$ cat config.mk
export PLATFORM = sky130hd
export DESIGN_NAME = process_slot_table_top
export DESIGN_NICKNAME = d
export VERILOG_FILES = /design/src/sv/pst_pkg.sv /design/src/sv/process_slot_table_top.sv /design/src/sv/pst_ctrl.sv /design/src/sv/pst_dp.sv
export SDC_FILE = /design/constraint.sdc
export NUM_CORES = 1
export LEC_CHECK = 0
export ABC_AREA = 1
export BUFFER_PORTS_ARGS = -buffer_cell sky130_fd_sc_hd__buf_2
export CAP_MARGIN = 20
export CORE_UTILIZATION = 50
export CTS_CLUSTER_DIAMETER = 60
export DETAILED_ROUTE_END_ITERATION = 16
export PLACE_DENSITY = 0.74
export SETUP_SLACK_MARGIN = 0.05
export SYNTH_ARGS = -nofsm -noshare
export SYNTH_HDL_FRONTEND = slang
export SYNTH_SLANG_ARGS = --single-unit
$ cat constraint.sdc
create_clock -name clk_i -period 4.38 [get_ports clk_i]
set_clock_uncertainty 0.2 [all_clocks]
set_input_delay 0.876 -clock clk_i [delete_from_list [all_inputs] [get_ports clk_i]]
set_output_delay 0.876 -clock clk_i [all_outputs]
set_load 0.02 [all_outputs]
$ cat src/sv/pst_pkg.sv
package pst_pkg;

  // Command codes
  localparam logic [1:0] CMD_CREATE    = 2'd0;
  localparam logic [1:0] CMD_TERMINATE = 2'd1;
  localparam logic [1:0] CMD_SET_STATE = 2'd2;
  localparam logic [1:0] CMD_GET       = 2'd3;

  // Result status codes
  localparam logic [1:0] ST_OK        = 2'd0;
  localparam logic [1:0] ST_FULL      = 2'd1;
  localparam logic [1:0] ST_NOT_FOUND = 2'd2;

  // Run states
  localparam logic [1:0] RUN_READY      = 2'd0;
  localparam logic [1:0] RUN_RUNNING    = 2'd1;
  localparam logic [1:0] RUN_BLOCKED    = 2'd2;
  localparam logic [1:0] RUN_TERMINATED = 2'd3;

  // Field widths
  localparam int unsigned ID_W    = 16;
  localparam int unsigned COUNT_W = 5;
  localparam logic [ID_W-1:0]    ID_MAX    = 16'hFFFF;
  localparam logic [ID_W-1:0]    ID_FIRST  = 16'd1;
  localparam logic [COUNT_W-1:0] COUNT_MAX = 5'd31;

  // Controller to datapath commands
  typedef struct packed {
    logic load;    // latch a new input beat, rewind the scan pointer
    logic rd;      // read one slot and advance the scan pointer
    logic commit;  // apply the update and load the result register
  } pst_ctl_t;

  // Datapath to controller status
  typedef struct packed {
    logic hit;       // slot under compare is the one to act on
    logic last;      // slot under compare is the highest one
    logic out_free;  // result register can take a beat this cycle
  } pst_sts_t;

endpackage

$ cat src/sv/process_slot_table_top.sv
// Channel | Handshake               | Payload
// --------+-------------------------+-----------------------------------------------
// in      | in_valid_i / in_stall_o | cmd_i, target_id_i, new_state_i
// out     | out_valid_o/out_stall_i | status_o, result_id_o, entry_state_o,
//         |                         | active_count_o
//
// One command at a time: an accepted beat scans slots lowest first, one slot per
// cycle through the registered read port of the slot memory, and stops at the first
// hit, or at the last slot when no slot hits.
// Reset clears the active bits, the active count and sets the id counter to 1;
// the slot memories need no clearing since an inactive slot is never reported.
// The result register frees the scan for the next beat; a stalled result only
// holds the block in its final cycle until the register drains.
module process_slot_table_top #(
  parameter int unsigned SLOTS = 16
) (
  input  logic        clk_i,
  input  logic        rst_ni,
  input  logic        in_valid_i,
  output logic        in_stall_o,
  input  logic [1:0]  cmd_i,
  input  logic [15:0] target_id_i,
  input  logic [1:0]  new_state_i,
  output logic        out_valid_o,
  input  logic        out_stall_i,
  output logic [1:0]  status_o,
  output logic [15:0] result_id_o,
  output logic [1:0]  entry_state_o,
  output logic [4:0]  active_count_o
);

  pst_pkg::pst_ctl_t ctl;
  pst_pkg::pst_sts_t sts;

  pst_ctrl u_ctrl (
    .clk_i      (clk_i),
    .rst_ni     (rst_ni),
    .in_valid_i (in_valid_i),
    .in_stall_o (in_stall_o),
    .sts_i      (sts),
    .ctl_o      (ctl)
  );

  pst_dp #(
    .SLOTS (SLOTS)
  ) u_dp (
    .clk_i          (clk_i),
    .rst_ni         (rst_ni),
    .ctl_i          (ctl),
    .sts_o          (sts),
    .cmd_i          (cmd_i),
    .target_id_i    (target_id_i),
    .new_state_i    (new_state_i),
    .out_stall_i    (out_stall_i),
    .out_valid_o    (out_valid_o),
    .status_o       (status_o),
    .result_id_o    (result_id_o),
    .entry_state_o  (entry_state_o),
    .active_count_o (active_count_o)
  );

endmodule

$ cat src/sv/pst_ctrl.sv
module pst_ctrl (
  input  logic             clk_i,
  input  logic             rst_ni,
  input  logic             in_valid_i,
  output logic             in_stall_o,
  input  pst_pkg::pst_sts_t sts_i,
  output pst_pkg::pst_ctl_t ctl_o
);

  localparam logic [1:0] S_IDLE   = 2'd0;
  localparam logic [1:0] S_PRIME  = 2'd1;
  localparam logic [1:0] S_SCAN   = 2'd2;
  localparam logic [1:0] S_FINISH = 2'd3;

  logic [1:0] state_q, state_d;

  // Command decode
  always_comb begin
    ctl_o.load   = (state_q == S_IDLE) && in_valid_i;
    ctl_o.rd     = (state_q == S_PRIME) ||
                   ((state_q == S_SCAN) && !sts_i.hit && !sts_i.last);
    ctl_o.commit = (state_q == S_FINISH) && sts_i.out_free;
  end

  assign in_stall_o = (state_q != S_IDLE);

  // Next state
  always_comb begin
    state_d = state_q;
    case (state_q)
      S_IDLE: begin
        if (in_valid_i) state_d = S_PRIME;
      end
      S_PRIME: begin
        state_d = S_SCAN;
      end
      S_SCAN: begin
        if (sts_i.hit || sts_i.last) state_d = S_FINISH;
      end
      S_FINISH: begin
        if (sts_i.out_free) state_d = S_IDLE;
      end
      default: begin
        state_d = S_IDLE;
      end
    endcase
  end

  always_ff @(posedge clk_i or negedge rst_ni) begin
    if (!rst_ni) begin
      state_q <= S_IDLE;
    end else begin
      state_q <= state_d;
    end
  end

endmodule

$ cat src/sv/pst_dp.sv
module pst_dp #(
  parameter int unsigned SLOTS = 16
) (
  input  logic              clk_i,
  input  logic              rst_ni,
  input  pst_pkg::pst_ctl_t ctl_i,
  output pst_pkg::pst_sts_t sts_o,
  input  logic [1:0]        cmd_i,
  input  logic [15:0]       target_id_i,
  input  logic [1:0]        new_state_i,
  input  logic              out_stall_i,
  output logic              out_valid_o,
  output logic [1:0]        status_o,
  output logic [15:0]       result_id_o,
  output logic [1:0]        entry_state_o,
  output logic [4:0]        active_count_o
);

  localparam int unsigned IW = (SLOTS > 1) ? $clog2(SLOTS) : 1;
  localparam int unsigned CW = $clog2(SLOTS + 1);
  localparam logic [IW-1:0] LAST_IDX = IW'(SLOTS - 1);

  // Slot id and run state memories; the active bits decide whether an entry counts
  logic [pst_pkg::ID_W-1:0] mem_id [SLOTS];
  logic [1:0]               mem_st [SLOTS];

  logic [SLOTS-1:0]         act_q;
  logic [CW-1:0]            cnt_q, cnt_d;
  logic [pst_pkg::ID_W-1:0] ctr_q;

  logic [1:0]               op_q, nst_q;
  logic [pst_pkg::ID_W-1:0] tgt_q;

  logic [IW-1:0]            ptr_q, rd_idx_q;
  logic [pst_pkg::ID_W-1:0] rd_id_q;
  logic [1:0]               rd_st_q;

  logic                     out_vld_q;
  logic [1:0]               status_q, entry_st_q;
  logic [pst_pkg::ID_W-1:0] res_id_q;
  logic [pst_pkg::COUNT_W-1:0] count_q;

  logic                     is_create, act_rd, hit;
  logic [1:0]               res_status, res_st;
  logic [pst_pkg::ID_W-1:0] res_id;
  logic [31:0]              cnt_w;
  logic [pst_pkg::COUNT_W-1:0] cnt_sat;

  // Compare stage: create looks for a free slot, the others for a matching id
  assign is_create = (op_q == pst_pkg::CMD_CREATE);
  assign act_rd    = act_q[rd_idx_q];
  assign hit       = is_create ? !act_rd : (act_rd && (rd_id_q == tgt_q));

  assign sts_o.hit      = hit;
  assign sts_o.last     = (rd_idx_q == LAST_IDX);
  assign sts_o.out_free = !out_vld_q || !out_stall_i;

  // Result and active count after the command
  always_comb begin
    res_status = pst_pkg::ST_OK;
    res_id     = '0;
    res_st     = pst_pkg::RUN_TERMINATED;
    cnt_d      = cnt_q;
    if (!hit) begin
      res_status = is_create ? pst_pkg::ST_FULL : pst_pkg::ST_NOT_FOUND;
    end else begin
      case (op_q)
        pst_pkg::CMD_CREATE: begin
          res_id = ctr_q;
          res_st = pst_pkg::RUN_READY;
          cnt_d  = cnt_q + CW'(1);
        end
        pst_pkg::CMD_TERMINATE: begin
          res_id = rd_id_q;
          res_st = pst_pkg::RUN_TERMINATED;
          cnt_d  = cnt_q - CW'(1);
        end
        pst_pkg::CMD_SET_STATE: begin
          res_id = rd_id_q;
          res_st = nst_q;
        end
        pst_pkg::CMD_GET: begin
          res_id = rd_id_q;
          res_st = rd_st_q;
        end
        default: begin
          res_id = rd_id_q;
        end
      endcase
    end
    cnt_w   = 32'(cnt_d);
    cnt_sat = (cnt_w > 32'(pst_pkg::COUNT_MAX)) ? pst_pkg::COUNT_MAX
                                                : cnt_w[pst_pkg::COUNT_W-1:0];
  end

  // Input beat capture and scan pointer
  always_ff @(posedge clk_i) begin
    if (ctl_i.load) begin
      op_q  <= cmd_i;
      tgt_q <= target_id_i;
      nst_q <= new_state_i;
      ptr_q <= '0;
    end else if (ctl_i.rd) begin
      ptr_q <= ptr_q + IW'(1);
    end
  end

  // Memory read and write ports
  always_ff @(posedge clk_i) begin
    if (ctl_i.rd) begin
      rd_id_q  <= mem_id[ptr_q];
      rd_st_q  <= mem_st[ptr_q];
      rd_idx_q <= ptr_q;
    end
    if (ctl_i.commit && hit) begin
      case (op_q)
        pst_pkg::CMD_CREATE: begin
          mem_id[rd_idx_q] <= ctr_q;
          mem_st[rd_idx_q] <= pst_pkg::RUN_READY;
        end
        pst_pkg::CMD_TERMINATE: begin
          mem_st[rd_idx_q] <= pst_pkg::RUN_TERMINATED;
        end
        pst_pkg::CMD_SET_STATE: begin
          mem_st[rd_idx_q] <= nst_q;
        end
        default: begin
        end
      endcase
    end
  end

  // Active bits, active count and id counter
  always_ff @(posedge clk_i or negedge rst_ni) begin
    if (!rst_ni) begin
      act_q <= '0;
      cnt_q <= '0;
      ctr_q <= pst_pkg::ID_FIRST;
    end else if (ctl_i.commit && hit) begin
      cnt_q <= cnt_d;
      if (is_create) begin
        act_q[rd_idx_q] <= 1'b1;
        ctr_q <= (ctr_q == pst_pkg::ID_MAX) ? pst_pkg::ID_FIRST
                                            : ctr_q + pst_pkg::ID_W'(1);
      end else if (op_q == pst_pkg::CMD_TERMINATE) begin
        act_q[rd_idx_q] <= 1'b0;
      end
    end
  end

  // Result register
  always_ff @(posedge clk_i or negedge rst_ni) begin
    if (!rst_ni) begin
      out_vld_q <= 1'b0;
    end else if (ctl_i.commit) begin
      out_vld_q <= 1'b1;
    end else if (!out_stall_i) begin
      out_vld_q <= 1'b0;
    end
  end

  always_ff @(posedge clk_i) begin
    if (ctl_i.commit) begin
      status_q   <= res_status;
      res_id_q   <= res_id;
      entry_st_q <= res_st;
      count_q    <= cnt_sat;
    end
  end

  assign out_valid_o    = out_vld_q;
  assign status_o       = status_q;
  assign result_id_o    = res_id_q;
  assign entry_state_o  = entry_st_q;
  assign active_count_o = count_q;

  // Checks
  a_commit_free: assert property (@(posedge clk_i) disable iff (!rst_ni)
    ctl_i.commit |-> sts_o.out_free)
    else $error("commit while result register is occupied");

  a_commit_valid: assert property (@(posedge clk_i) disable iff (!rst_ni)
    ctl_i.commit |=> out_vld_q)
    else $error("result beat lost after commit");

  a_count_match: assert property (@(posedge clk_i) disable iff (!rst_ni)
    32'(cnt_q) == 32'($countones(act_q)))
    else $error("active count out of step with active bits");

  a_ctr_nonzero: assert property (@(posedge clk_i) disable iff (!rst_ni)
    ctr_q != '0)
    else $error("id counter reached zero");

endmodule

Yosys cells after proc, flatten, opt, wreduce, memory -nomap -nowiden

Memories as Yosys holds them, arrays and structs flattened. A register that Yosys moved wholly into a read port is not among the register bits.
Cells that the tools add are included.

Register bits: 93
Latch bits: 0
Memory bits (writable): 288
ROM bits: 0
Input port bits: 24
Output and inout port bits: 27
Memories: 2

Add/sub/neg operators: 4
$mul: 0
Divide/modulo/power cells: 0
Magnitude comparators: 2
Equality and inequality tests: 13
Shift-type cells: 0
Muxes and demuxes: 30
Bitwise logic cells: 5
Reductions and logical operators: 23

Memories:

| memory      | words | bits a word | rd ports | clocked after Yosys merged registers in | wr ports | RTL line     | RTL |
|---|---|---|---|---|---|---|---|
| u_dp.mem_id | 16    | 16          | 1        | 1                                       | 1        | pst_dp.sv:24 | `logic [pst_pkg::ID_W-1:0] mem_id [SLOTS];` |
| u_dp.mem_st | 16    | 2           | 1        | 1                                       | 1        | pst_dp.sv:25 | `logic [1:0] mem_st [SLOTS];` |

Operators by type and width:

| kind                  | count |
|---|---|
| $mux 16               | 3 |
| $pmux 16 s2           | 1 |
| $add 16x1->16 const B | 1 |
| $and 16x16->16        | 1 |
| $eq 16x16->1          | 1 |
| $eq 16x16->1 const B  | 1 |
| $not 16->16           | 1 |
| $or 16x16->16         | 1 |
| $pmux 2 s4            | 2 |
| $mux 1                | 14 |
| $mux 2                | 6 |
| $pmux 5 s2            | 1 |
| $eq 2x2->1 const B    | 4 |
| $logic_and 1x1->1     | 7 |
| $add 5x1->5 const B   | 1 |
| $logic_not 1->1       | 5 |
| $lt 4x5->1 const B    | 1 |
| $mux 5                | 1 |
| $sub 5x1->5 const B   | 1 |
| $add 4x1->4 const B   | 1 |
| $bmux 1 s4            | 1 |
| $demux 1 s4           | 1 |
| $eq 2x1->1 const B    | 2 |
| $eq 4x4->1 const B    | 1 |
| other kinds (10)      | 18 |

Depth between registers and ports, before layout

Depth after elaboration: 9
Depth in mapped cells: 16
Mapped depth without buffers: 16

By module

From an unflattened synthesis, not the netlist that was laid out.

Cells, all modules: 1375
Area total of the unflattened synthesis: 16995.0 µm²

By module, submodules not included:

| module   | instances | cells each | area an instance (µm²) |
|---|---|---|---|
| pst_dp   | 1         | 1345       | 16786.1 |
| pst_ctrl | 1         | 30         | 209.0 |

Least setup slack after synthesis

No wires, ideal clock.

Path type: input port to flip-flop
Start point: in out_stall_i
End point: mem u_dp.mem_id[15][0] in the netlist's numbering (enable)
Library setup time: 0.388 ns
Arrival time: 2.929 ns
Required time: 3.792 ns
Path slack: 0.863 ns
Cell stages on the path: 8
Buffers on the path: 1
Cell sequence: nand2_1 -> nand2_1 -> inv_1 -> nand3_4 -> nor2_4 -> inv_2 -> buf_2 -> nor2_1

RTL lines:

| element         | RTL line                     | RTL |
|---|---|---|
| start, declared | process_slot_table_top.sv:25 | `input logic out_stall_i,` |
| end, declared   | pst_dp.sv:24                 |  |

==> results.py <==
metrics = {
    "clock_network": {
        "numCtsBuffers": 43,
        "cts_setup_buffers": 0,
        "path_clk_slew_ns": 0.06,
        "htreeDepth": 2,
        "cts_tree": "yes",
        "cts_resized": 0,
        "cts_root_buf": "clkbuf_16",
        "clk_path_buf_depth": 3,
        "cts_hold_buf": 0,
        "insertion_delay_ns": 0.55,
        "clkSinkCount": 399,
    },
    "grt": {
        "gr-usage-all-layers_pct": 25.30,
        "grt_pass1_wl_um": 63310,
        "grt_pass1_vias": 10686,
        "antenna_found_initial": 1,
        "overflow": 0,
        "grt_max_degree": 147,
    },
    "logic_synthesis": {
        "syn_nets": 1450,
        "synth_seq_cells": 399,
        "syn-instance-count": 1415,
        "synth_cell_type_count": 35,
        "yosysWarnings": 0,
        "syn_area_per_cell_um2": 11.68,
        "synth_area_mm2": 0.01653,
        "seq_area_frac_synth_pct": 71.06,
    },
    "sta": {
        "final-hold-violation-count": 0,
        "post-route-worst-setup-slack_ns": 0.8693,
        "grt_setup_unrepaired": "no",
        "clock.fmax_mhz": 284.8,
        "tns_ns": 0,
        "period_needed_ns": 3.511,
        "tightest_slew_ns": 1.148,
        "final-setup-viol-count": 0,
        "post-route-period-util_pct": 80.15,
        "drv_slew": 0,
        "timing.slew.headroom_pct": 23.45,
    },
    "route": {
        "num_vias": 11234,
        "ant_nets": 0,
        "dr.pass1.iters": 5,
        "vias_per_cell": 5.761,
        "drt-wirelength-per-cell_um": 21.53,
        "dr.first_iter.drc_count": 1412,
        "drc": 0,
        "routed_wl_um": 41980,
    },
    "worst_setup_path": {
        "path_class": "flop to flop",
        "critical_path.max_fanout": 26,
        "r2r_cells": 13,
        "cp.arrival_ns": 3.51,
        "end_kind": "flop",
        "cp-start-kind": "flop",
        "worst-endpoint-required_ns": 4.38,
    },
    "die": {
        "die_width_um": 183.8,
        "placeableCoreArea_mm2": 0.03254,
        "row_count": 66,
        "start_util_pct": 50.79,
        "die_h_um": 183.8,
        "die_area_mm2": 0.03378,
        "io_pins": 51,
    },
    "place": {
        "dp_cells": 1869,
        "placed_area_mm2": 0.01729,
        "portBuffers": 50,
        "pre_cts_slack_ns": 0.9342,
        "gp_congestion": 0.9498,
        "dp_hpwl_um": 26790,
    },
    "pwr": {
        "p_leak_nw": 7.091,
        "ir_drop_v": 0.0004440,
        "power.total_mw": 12.71,
        "powerDensity_mw_per_mm2": 673.7,
    },
    "finish": {
        "mostFrequentLayoutCell": "edfxtp_1",
        "final_cells": 1950,
        "antenna_cells": 0,
        "layout_common_cells": "edfxtp_1, nand2_1, nor2_1",
        "drive_above_1_share_pct": 11.94,
        "fillers": 2594,
        "fin_area_mm2": 0.01886,
        "seq_area_mm2": 0.01175,
        "syn2layout_area_growth_pct": 14.11,
        "fin_nets": 1508,
        "multiInputGateArea_mm2": 0.004217,
    },
    "hold_path": {
        "hp-class": "flop to flop",
        "hold_depth": 2,
    },
    "status": {
        "status": "complete, no violations",
    },
    "run": {
        "maxCapViolCount": 0,
    },
}
-- cell usage after synthesis --
cell type,n,area [um2]
buf_4,3,22.52
dfrtp_1,39,975.9
edfxtp_1,355,10660
nor4_1,4,25.02
nand2_1,312,1171
fa_1,1,20.02
xnor2_1,4,35.03
inv_1,64,240.2
ha_1,10,125.1
buf_6,1,11.26
o221ai_1,11,96.34
a221oi_1,24,210.2
buf_2,6,30.03
dfxtp_1,4,80.08
dfstp_2,1,26.28
nand2_4,1,11.26
nor2_1,165,619.3
nor2_4,2,22.52
inv_2,16,60.06
nand4_1,15,93.84
nand3_1,51,255.2
o22ai_1,26,162.7
nor3_1,17,85.08
o21ai_0,103,515.5
nor3_2,5,50.05
a21oi_1,73,365.4
xor2_1,24,210.2
nand3_4,1,17.52
or2_2,2,12.51
o21ai_1,16,80.08
nor3b_1,1,7.510
o21ai_2,1,8.760
clkbuf_1,53,198.9
buf_1,3,11.26
o2111ai_1,1,8.760
-- cell families (layout without fill, tap and decap cells) --
group / after synthesis / in the layout / synth area share [%]
xor gates and xnor gates: 28 / 28 / 1.484
DFF: 399 / 399 / 71.06
adders and majority gates: 11 / 11 / 0.8783
AOI/OAI and AO/OA: 255 / 255 / 8.760
and+or+nand+nor: 576 / 576 / 14.35
buffers and inverters: 146 / 239 / 3.475
-- worst paths after layout --
path                                             from                         end  slack, ns
max                        u_dp.rd_idx_q[0]$_DFFE_PP_   u_dp.rd_st_q[0]$_DFFE_PP_       0.87
min                                              flop                        flop       0.28
max reg2reg                u_dp.rd_idx_q[0]$_DFFE_PP_   u_dp.rd_st_q[0]$_DFFE_PP_       0.87
min reg2reg                                      flop                        flop       0.28
max in group asynchronous                      rst_ni  u_dp.ctr_q[13]$_DFFE_PN0N_       3.03
min in group asynchronous                      rst_ni   u_dp.cnt_q[2]$_DFFE_PN0N_       0.31
-- worst max-delay path, stage by stage, from the launching register on --
cell and delay, ns:
edfxtp_1 0.60, inv_2 0.17, nand2_1 0.10, nand2_1 0.06, nand2_1 0.06, nand2_1 0.06, nand2_1 0.05, nand2_1 0.07
nor2_1 0.26, nand2_1 0.17, nand2_1 0.55, nand2_1 0.32, nand2_1 0.15, buf_4 0.34
-- through the flow --
step                      hold slack (ns)  util (%)
after detailed placement           0.2628     53.15
after global routing               0.2908     57.96
after global placement             0.2560     53.15
after floorplan                    0.2283         -
after CTS                          0.2778     57.88
final                              0.2789     57.96
-- flip-flops by register name, summed over array words and instances (netlist names), named ones only --
signal and count:
u_dp.entry_state_o 2, u_dp.rd_st_q 2, u_dp.result_id_o 16, u_dp.ctr_q 16, u_dp.ptr_q 4, u_dp.active_count_o 5, u_dp.mem_id 256, u_dp.mem_st 32
u_dp.out_valid_o 1, u_dp.cnt_q 5, u_dp.op_q 2, u_dp.status_o 2, u_dp.nst_q 2, u_dp.rd_idx_q 4, u_ctrl.state_q 2, u_dp.tgt_q 16
u_dp.rd_id_q 16
-- where the power goes --
part	internal [mW]	switching, mW	total (mW)
clock network	2.39	1.49	3.88
registers	4.91	0.592	5.50
logic	0.893	2.42	3.32
total	8.20	4.51	12.7
-- area by class of cell --
type,count,area share (%)
clock buffer,51,5.978
clock inverter,29,2.183
inverter,80,1.606
multi-input combinational,870,22.36
sequential,399,62.29
tap,442,2.933
timing repair buffer,79,2.654
-- routing by layer --
layer	part of all wire, %	routed length [um]	up-vias	GRT usage (%)
li1	-	-	5125	-
met1	41	17100	5407	34.69
met2	47	19570	614	40.64
met3	9.4	3934	88	4.635
met4	3.3	1378	0	8.900
met5	0	0	-	0
Note: power is estimated with default switching activity, not from simulation.
